### src/hw/rtl/blz_pkg.sv
// Shared types and constants for the backward LZ77 decompressor.
// Depends on nothing; the top level, blz_history_ram and blz_decode_ctrl import it.
package blz_pkg;

   // Default history depth; the top level hands it down as a parameter.
   localparam int HISTORY_DEPTH_DEF = 8192;

   // Widths and constants of the token format.
   localparam int BYTE_W    = 8;
   localparam int LEN_W     = 5;   // match length 3..18
   localparam int DIST_W    = 13;  // match distance 3..4098
   localparam int BITS_W    = 4;   // tokens left in a flag byte, 0..8
   localparam int MIN_MATCH = 3;
   localparam int FLAG_TOKENS = 8;

   // Where the parser stands in the token stream.
   typedef enum logic [1:0] {
      PH_FLAG,      // expect a flag byte
      PH_TOKEN,     // expect a literal or the high byte of a pair
      PH_PAIR_LO    // expect the low byte of a pair
   } phase_type;

   // Control sequencer states.
   typedef enum logic [1:0] {
      ST_TOKEN,     // take compressed bytes
      ST_COPY_RD,   // issue the history read of one match byte
      ST_COPY_WR    // write back the byte and hand it to the output
   } ctrl_state_type;

   // One result beat.
   typedef struct packed {
      logic [BYTE_W-1:0] plain_byte;
      logic              run_end;
      logic              stream_end;
   } rsp_beat_type;

   // Strobes and write data toward the history memory.
   typedef struct packed {
      logic              wr_en;
      logic              rd_en;
      logic [BYTE_W-1:0] wr_data;
   } mem_ctl_type;

endpackage

### src/hw/rtl/blz_chan_if.sv
// Valid/ready channel interfaces of the decompressor: compressed bytes in,
// plain bytes out. Standalone; no package needed.
interface blz_req_if;
   logic       valid;
   logic       ready;
   logic [7:0] code_byte;
   logic       final_byte;

   modport source (output valid, code_byte, final_byte, input ready);
   modport sink   (input valid, code_byte, final_byte, output ready);
endinterface


### src/hw/rtl/blz_decode_ctrl.sv
// Token parser and match copy sequencer of the decompressor.
// Depends on blz_pkg and blz_req_if; drives blz_history_ram.
module blz_decode_ctrl
   import blz_pkg::*;
#(
   parameter int HISTORY_DEPTH = HISTORY_DEPTH_DEF,
   localparam int AW = $clog2(HISTORY_DEPTH)
) (
   input  logic              clock,
   input  logic              reset,
   blz_req_if.sink           req,
   input  logic              out_free,
   output logic              out_load,
   output rsp_beat_type      out_beat,
   output mem_ctl_type       mem_ctl,
   output logic [AW-1:0]     wr_addr,
   output logic [AW-1:0]     rd_addr,
   input  logic [BYTE_W-1:0] rd_data
);

   ctrl_state_type    state_ff, state_in;
   phase_type         phase_ff, phase_in;
   logic [BYTE_W-1:0] flag_ff, flag_in;
   logic [BITS_W-1:0] bits_ff, bits_in;
   logic [BYTE_W-1:0] pair_high_ff, pair_high_in;
   logic              finished_ff, finished_in;
   logic [AW-1:0]     wp_ff, wp_in;
   logic [LEN_W-1:0]  cnt_ff, cnt_in;
   logic [DIST_W-1:0] dist_ff, dist_in;
   logic              last_ff, last_in;

   logic              accept;
   logic              take;
   logic [AW-1:0]     wp_next;
   logic [AW:0]       diff;
   logic [BITS_W-1:0] bits_dec;

   assign accept   = req.valid && req.ready;
   assign take     = accept && !finished_ff;
   assign wp_next  = (wp_ff == AW'(HISTORY_DEPTH - 1)) ? '0 : wp_ff + AW'(1);
   assign bits_dec = (bits_ff != '0) ? bits_ff - BITS_W'(1) : bits_ff;
   assign diff     = {1'b0, wp_ff} - (AW+1)'(dist_ff);

   // Source of the next match byte, wrapped into the history.
   assign rd_addr = diff[AW] ? AW'(diff + (AW+1)'(HISTORY_DEPTH)) : AW'(diff);
   assign wr_addr = wp_ff;

   // Next state.
   always_comb begin
      state_in = state_ff;
      unique case (state_ff)
         ST_TOKEN: begin
            if (take && phase_ff == PH_PAIR_LO) begin
               state_in = ST_COPY_RD;
            end
         end
         ST_COPY_RD: begin
            state_in = ST_COPY_WR;
         end
         ST_COPY_WR: begin
            if (out_free) begin
               state_in = (cnt_ff == LEN_W'(1)) ? ST_TOKEN : ST_COPY_RD;
            end
         end
         default: begin
            state_in = ST_TOKEN;
         end
      endcase
   end

   // Outputs and datapath.
   always_comb begin
      req.ready        = finished_ff || (state_ff == ST_TOKEN && out_free);
      out_load         = 1'b0;
      out_beat         = '{plain_byte: req.code_byte, run_end: 1'b1,
                           stream_end: req.final_byte};
      mem_ctl          = '{wr_en: 1'b0, rd_en: 1'b0, wr_data: req.code_byte};
      phase_in         = phase_ff;
      flag_in          = flag_ff;
      bits_in          = bits_ff;
      pair_high_in     = pair_high_ff;
      finished_in      = finished_ff;
      wp_in            = wp_ff;
      cnt_in           = cnt_ff;
      dist_in          = dist_ff;
      last_in          = last_ff;
      unique case (state_ff)
         ST_TOKEN: begin
            if (take) begin
               finished_in = req.final_byte;
               unique case (phase_ff)
                  PH_FLAG: begin
                     flag_in  = req.code_byte;
                     bits_in  = BITS_W'(FLAG_TOKENS);
                     phase_in = PH_TOKEN;
                  end
                  PH_TOKEN: begin
                     if (!flag_ff[BYTE_W-1]) begin
                        // literal: store and emit in the same cycle
                        mem_ctl.wr_en = 1'b1;
                        out_load      = 1'b1;
                        wp_in         = wp_next;
                        flag_in       = flag_ff << 1;
                        bits_in       = bits_dec;
                        phase_in      = (bits_dec != '0) ? PH_TOKEN : PH_FLAG;
                     end else begin
                        pair_high_in = req.code_byte;
                        phase_in     = PH_PAIR_LO;
                     end
                  end
                  PH_PAIR_LO: begin
                     cnt_in   = LEN_W'(pair_high_ff[BYTE_W-1:4]) + LEN_W'(MIN_MATCH);
                     dist_in  = DIST_W'({pair_high_ff[3:0], req.code_byte})
                              + DIST_W'(MIN_MATCH);
                     last_in  = req.final_byte;
                     flag_in  = flag_ff << 1;
                     bits_in  = bits_dec;
                     phase_in = (bits_dec != '0) ? PH_TOKEN : PH_FLAG;
                  end
                  default: begin
                     phase_in = PH_FLAG;
                  end
               endcase
            end
         end
         ST_COPY_RD: begin
            mem_ctl.rd_en = 1'b1;
         end
         ST_COPY_WR: begin
            mem_ctl.wr_data = rd_data;
            out_beat = '{plain_byte: rd_data, run_end: cnt_ff == LEN_W'(1),
                         stream_end: (cnt_ff == LEN_W'(1)) && last_ff};
            if (out_free) begin
               mem_ctl.wr_en = 1'b1;
               out_load      = 1'b1;
               wp_in         = wp_next;
               cnt_in        = cnt_ff - LEN_W'(1);
            end
         end
         default: begin
         end
      endcase
   end

   always_ff @(posedge clock) begin
      if (reset) begin
         state_ff     <= ST_TOKEN;
         phase_ff     <= PH_FLAG;
         flag_ff      <= '0;
         bits_ff      <= '0;
         pair_high_ff <= '0;
         finished_ff  <= 1'b0;
         wp_ff        <= '0;
         cnt_ff       <= '0;
      end else begin
         state_ff     <= state_in;
         phase_ff     <= phase_in;
         flag_ff      <= flag_in;
         bits_ff      <= bits_in;
         pair_high_ff <= pair_high_in;
         finished_ff  <= finished_in;
         wp_ff        <= wp_in;
         cnt_ff       <= cnt_in;
      end
   end

   always_ff @(posedge clock) begin
      dist_ff <= dist_in;
      last_ff <= last_in;
   end

endmodule

### src/flat_wrapper.sv
// flat-port wrapper written by rule: the top's interface ports become plain ports
module blz_decode_ctrl_flat import blz_pkg::*;
#(
   parameter int HISTORY_DEPTH = HISTORY_DEPTH_DEF,
   localparam int AW = $clog2(HISTORY_DEPTH)
)
  (clock, reset, out_free, out_load, out_beat, mem_ctl, wr_addr, rd_addr, rd_data, req_valid, req_code_byte, req_final_byte, req_ready);
  blz_req_if req_i ();
  input  logic clock;
  input  logic reset;
  input  logic out_free;
  output logic out_load;
  output rsp_beat_type out_beat;
  output mem_ctl_type mem_ctl;
  output logic [AW-1:0] wr_addr;
  output logic [AW-1:0] rd_addr;
  input  logic [BYTE_W-1:0] rd_data;
  input wire logic [$bits(req_i.valid)-1:0] req_valid;
  input wire logic [$bits(req_i.code_byte)-1:0] req_code_byte;
  input wire logic [$bits(req_i.final_byte)-1:0] req_final_byte;
  output wire logic [$bits(req_i.ready)-1:0] req_ready;
  assign req_i.valid = req_valid;
  assign req_i.code_byte = req_code_byte;
  assign req_i.final_byte = req_final_byte;
  assign req_ready = req_i.ready;
  blz_decode_ctrl #(.HISTORY_DEPTH(HISTORY_DEPTH)) u_core (.clock(clock), .reset(reset), .req(req_i), .out_free(out_free), .out_load(out_load), .out_beat(out_beat), .mem_ctl(mem_ctl), .wr_addr(wr_addr), .rd_addr(rd_addr), .rd_data(rd_data));
endmodule
### config.mk
export PLATFORM = sky130hd
export DESIGN_NAME = blz_decode_ctrl_flat
export DESIGN_NICKNAME = d
export VERILOG_FILES = /design/src/hw/rtl/blz_pkg.sv /design/src/hw/rtl/blz_chan_if.sv /design/src/hw/rtl/blz_decode_ctrl.sv /design/src/flat_wrapper.sv
export SDC_FILE = /design/constraint.sdc
export NUM_CORES = 1
export LEC_CHECK = 0
export BUFFER_PORTS_ARGS = -buffer_cell sky130_fd_sc_hd__clkbuf_2
export CAP_MARGIN = 20
export CELL_PAD_IN_SITES_DETAIL_PLACEMENT = 1
export CELL_PAD_IN_SITES_GLOBAL_PLACEMENT = 2
export CORE_UTILIZATION = 35
export CTS_CLUSTER_DIAMETER = 80
export DETAILED_ROUTE_END_ITERATION = 12
export PLACE_DENSITY_LB_ADDON = 0.1
export SLEW_MARGIN = 20
export SYNTH_ARGS = -nofsm -noshare
export SYNTH_HDL_FRONTEND = slang
export SYNTH_SLANG_ARGS = --single-unit
### constraint.sdc
create_clock -name clock -period 3.3 [get_ports clock]
set_input_delay 0.165 -clock clock [delete_from_list [all_inputs] [get_ports clock]]
set_output_delay 0.165 -clock clock [all_outputs]
set_load 0.01 [all_outputs]
==> results.sh <==
export IMPL_outcome="finished, final reports clean"
export IMPL_cts_tree="done"
export IMPL_wl_per_cell_um=14.80
export IMPL_start_util_pct=36.11
export IMPL_peakVddDrop_mv=0.1656
export IMPL_cts_hold_buf=0
export IMPL_nFillCells=1237
export IMPL_antenna_cells=0
export IMPL_ys_warn_count=0
export IMPL_first_global_vias=3006
export IMPL_antenna_found_initial=0
export IMPL_worstSetupStartpointType="flop"
export IMPL_fmax_mhz=354.9
export IMPL_drcViolationCount=0
export IMPL_globalplace_congestion=0.7562
export IMPL_cts_buffers=9
export IMPL_route_vias_total=3080
export IMPL_cts_resized=0
export IMPL_dpl_worst_slack_ps=823.1
export IMPL_synthArstFlopShare_pct=0
export IMPL_final_layout_size_suffix_gt1_share_pct=18.60
export IMPL_final_period_utilization_pct=85.38
export IMPL_arrival_ps=2650
export IMPL_die_x_um=102.2
export IMPL_synth_xor_area_share_pct=7.977
export IMPL_firstDrtPassIters=4
export IMPL_power_density_nw_per_um2=356.7
export IMPL_clk_pin_slew_ps=70
export IMPL_holdPathEnd="u_core.last_ff"
export IMPL_multiInputGateArea_um2=1987
export IMPL_reg2reg_from="u_core.phase_ff[1]"
export IMPL_syn_area_um2=3513
export IMPL_clkSinkCount=57
export IMPL_drv_cap=0
export IMPL_timing_rr_end="u_core.wr_addr[6]"
export IMPL_rsz0062_at_grt="false"
export IMPL_synthAdderAreaFrac_pct=8.405
export IMPL_synth_simple_gate_area_share_pct=24.36
export IMPL_dieArea_um2=10440
export IMPL_rows=36
export IMPL_port_buffers=68
export IMPL_slew_headroom_pct=40.23
export IMPL_min_delay_start="req_final_byte"
export IMPL_finalNonFillerCells=617
export IMPL_min_period_ps=2818
export IMPL_core_um2=9729
export IMPL_viasPerCell=4.992
export IMPL_area_growth_pct=15.99
export IMPL_ys_flop_type="dfxtp_1"
export IMPL_grt_overflow=0
export IMPL_cp_max_fo=5
export IMPL_drv_slew=0
export IMPL_fin_tns_setup_ps=0
export IMPL_whs_path_depth=1
export IMPL_synthDistinctLibCells=55
export IMPL_hold_violations=0
export IMPL_clk_latency_ps=340
export IMPL_synth_top_family_by_area="simple AND/OR/NAND/NOR gates"
export IMPL_synth_edf_count=14
export IMPL_grt_use_total_pct=18.63
export IMPL_io_pins=69
export IMPL_die_y_um=102.2
export IMPL_cts_htree_levels=3
export IMPL_grt_max_degree=41
export IMPL_cts_root_buf="clkbuf_8"
export IMPL_required_ps=3130
export IMPL_synth_compound_area_share_pct=12.93
export IMPL_synthMuxAreaShare_pct=2.885
export IMPL_nets=523
export IMPL_yosys_register_bits=57
export IMPL_endpoint_kind="output pin"
export IMPL_yosysSeqAreaShare_pct=36.47
export IMPL_syn_inst=423
export IMPL_ant_nets=0
export IMPL_dp_cells=601
export IMPL_finalPower_mw=1.454
export IMPL_clk_path_buf_depth=2
export IMPL_finClkSkew_ps=7.864
export IMPL_setup_viol=0
export IMPL_finalWorstSetupSlack_ps=482.4
export IMPL_min_path_type="input pin to flop"
export IMPL_synth_nets=467
export IMPL_drt_initial_drc_count=55
export IMPL_worst_pin_slew_ps=896.6
export IMPL_p_leak_nw=1.677
export IMPL_grt_pass1_wl_um=14750
export IMPL_setup_worst_path_class="flop to output pin"
export IMPL_r2r_cells=8
export IMPL_syn_mean_instance_area_um2=8.306
export IMPL_r2r_slack_ps=1120
export IMPL_routed_wl_um=9131
export IMPL_dpl_hpwl_um=6893
export IMPL_register_area_um2=1281
export IMPL_cts_setup_buffers=0
cell type report:
| type | count | share of cell area [%] |
|---|---|---|
| clock buffers | 12 | 3.807 |
| clock inverters | 4 | 0.4605 |
| inverters | 29 | 2.733 |
| multi-input cells | 312 | 48.76 |
| flip-flops and latches | 57 | 31.44 |
| well taps | 133 | 4.084 |
| repair buffers | 70 | 8.720 |
cell usage after synthesis (all sizes together), types with 13 or more instances:
master / count / share of area (%)
a21oi: 20 / 2.8
buf: 13 / 2.5
dfxtp: 43 / 25
edfxtp: 14 / 12
ha: 22 / 7.8
inv: 29 / 3.2
nand2: 51 / 5.4
nand3: 14 / 2.0
nor2: 55 / 6.1
nor3: 13 / 1.9
o21ai: 15 / 2.1
xnor2: 21 / 5.2
through the flow:
step | instance area (µm²) | utilization [%] | hold WS [ps]
floorplan | 3513 | - | 263.9
global placement | 3901 | 40.10 | 380.1
detailed placement | 3901 | 40.10 | 384.2
CTS | 4075 | 41.89 | 13.81
global route | 4075 | 41.89 | 28.61
finish | 4075 | 41.89 | 32.28
cell usage in the layout, fill, tap and decap left out, types with 11 or more instances in the layout:
master | synthesis | routed
nor2_1 | 54 | 54
nor3_1 | 13 | 13
ha_1 | 22 | 22
nand3_1 | 14 | 14
xnor2_1 | 21 | 21
clkbuf_2 | 0 | 68
edfxtp_1 | 14 | 14
dfxtp_1 | 43 | 43
xor2_1 | 11 | 11
clkbuf_8 | 0 | 11
a21oi_1 | 20 | 20
nand2_1 | 51 | 51
o21ai_0 | 15 | 15
inv_1 | 28 | 28
report_power, final:
part	leakage [nW]	total (mW)	switching, mW	internal, mW
sequential	0.466	0.733	0.00759	0.725
combinational	1.13	0.129	0.0807	0.0483
clock	0.0851	0.592	0.286	0.306
total	1.68	1.45	0.374	1.08
worst max path at each step:
stage	slack, ps	to	from
after global placement	900	rd_addr[12]	u_core.wr_addr[0]
final	480	rd_addr[12]	u_core.wr_addr[0]
after detailed placement	820	rd_addr[12]	u_core.wr_addr[0]
after floorplan	1150	rd_addr[11]	u_core.wr_addr[8]
after global routing	260	rd_addr[12]	u_core.wr_addr[0]
after CTS	430	rd_addr[12]	u_core.wr_addr[0]
metal layers:
layer	track usage, %	wire length [µm]	part of all wire [%]
met1	22.04	4114	45
met2	33.14	4668	51
met3	2.668	180	2.0
met4	8.791	166	1.8
met5	0	0	0
registers in the layout (all words and copies together), names as in the netlist:
name / flops
u_core.bits_ff: 4
u_core.cnt_ff: 5
u_core.dist_ff: 13
u_core.finished_ff: 1
u_core.flag_ff: 8
u_core.last_ff: 1
u_core.pair_high_ff: 8
u_core.phase_ff: 2
u_core.state_ff: 2
u_core.wr_addr: 13
critical path: stages, from the launching register on:
cell	delay (ps)
dfxtp_1	400
inv_1	80
ha_1	230
fa_1	420
nand2b_1	180
a21oi_1	360
o21bai_1	150
a31oi_1	200
xnor2_1	140
clkbuf_2	150
kinds of logic after synthesis:
group	count (synthesis)
xor gates and xnor gates	32
adders and majority gates	23
AOI/OAI and AO/OA	69
buffers and inverters	54
DFF	57
and+or+nand+nor	178
muxes	10
(Power assumes the default switching activity.)
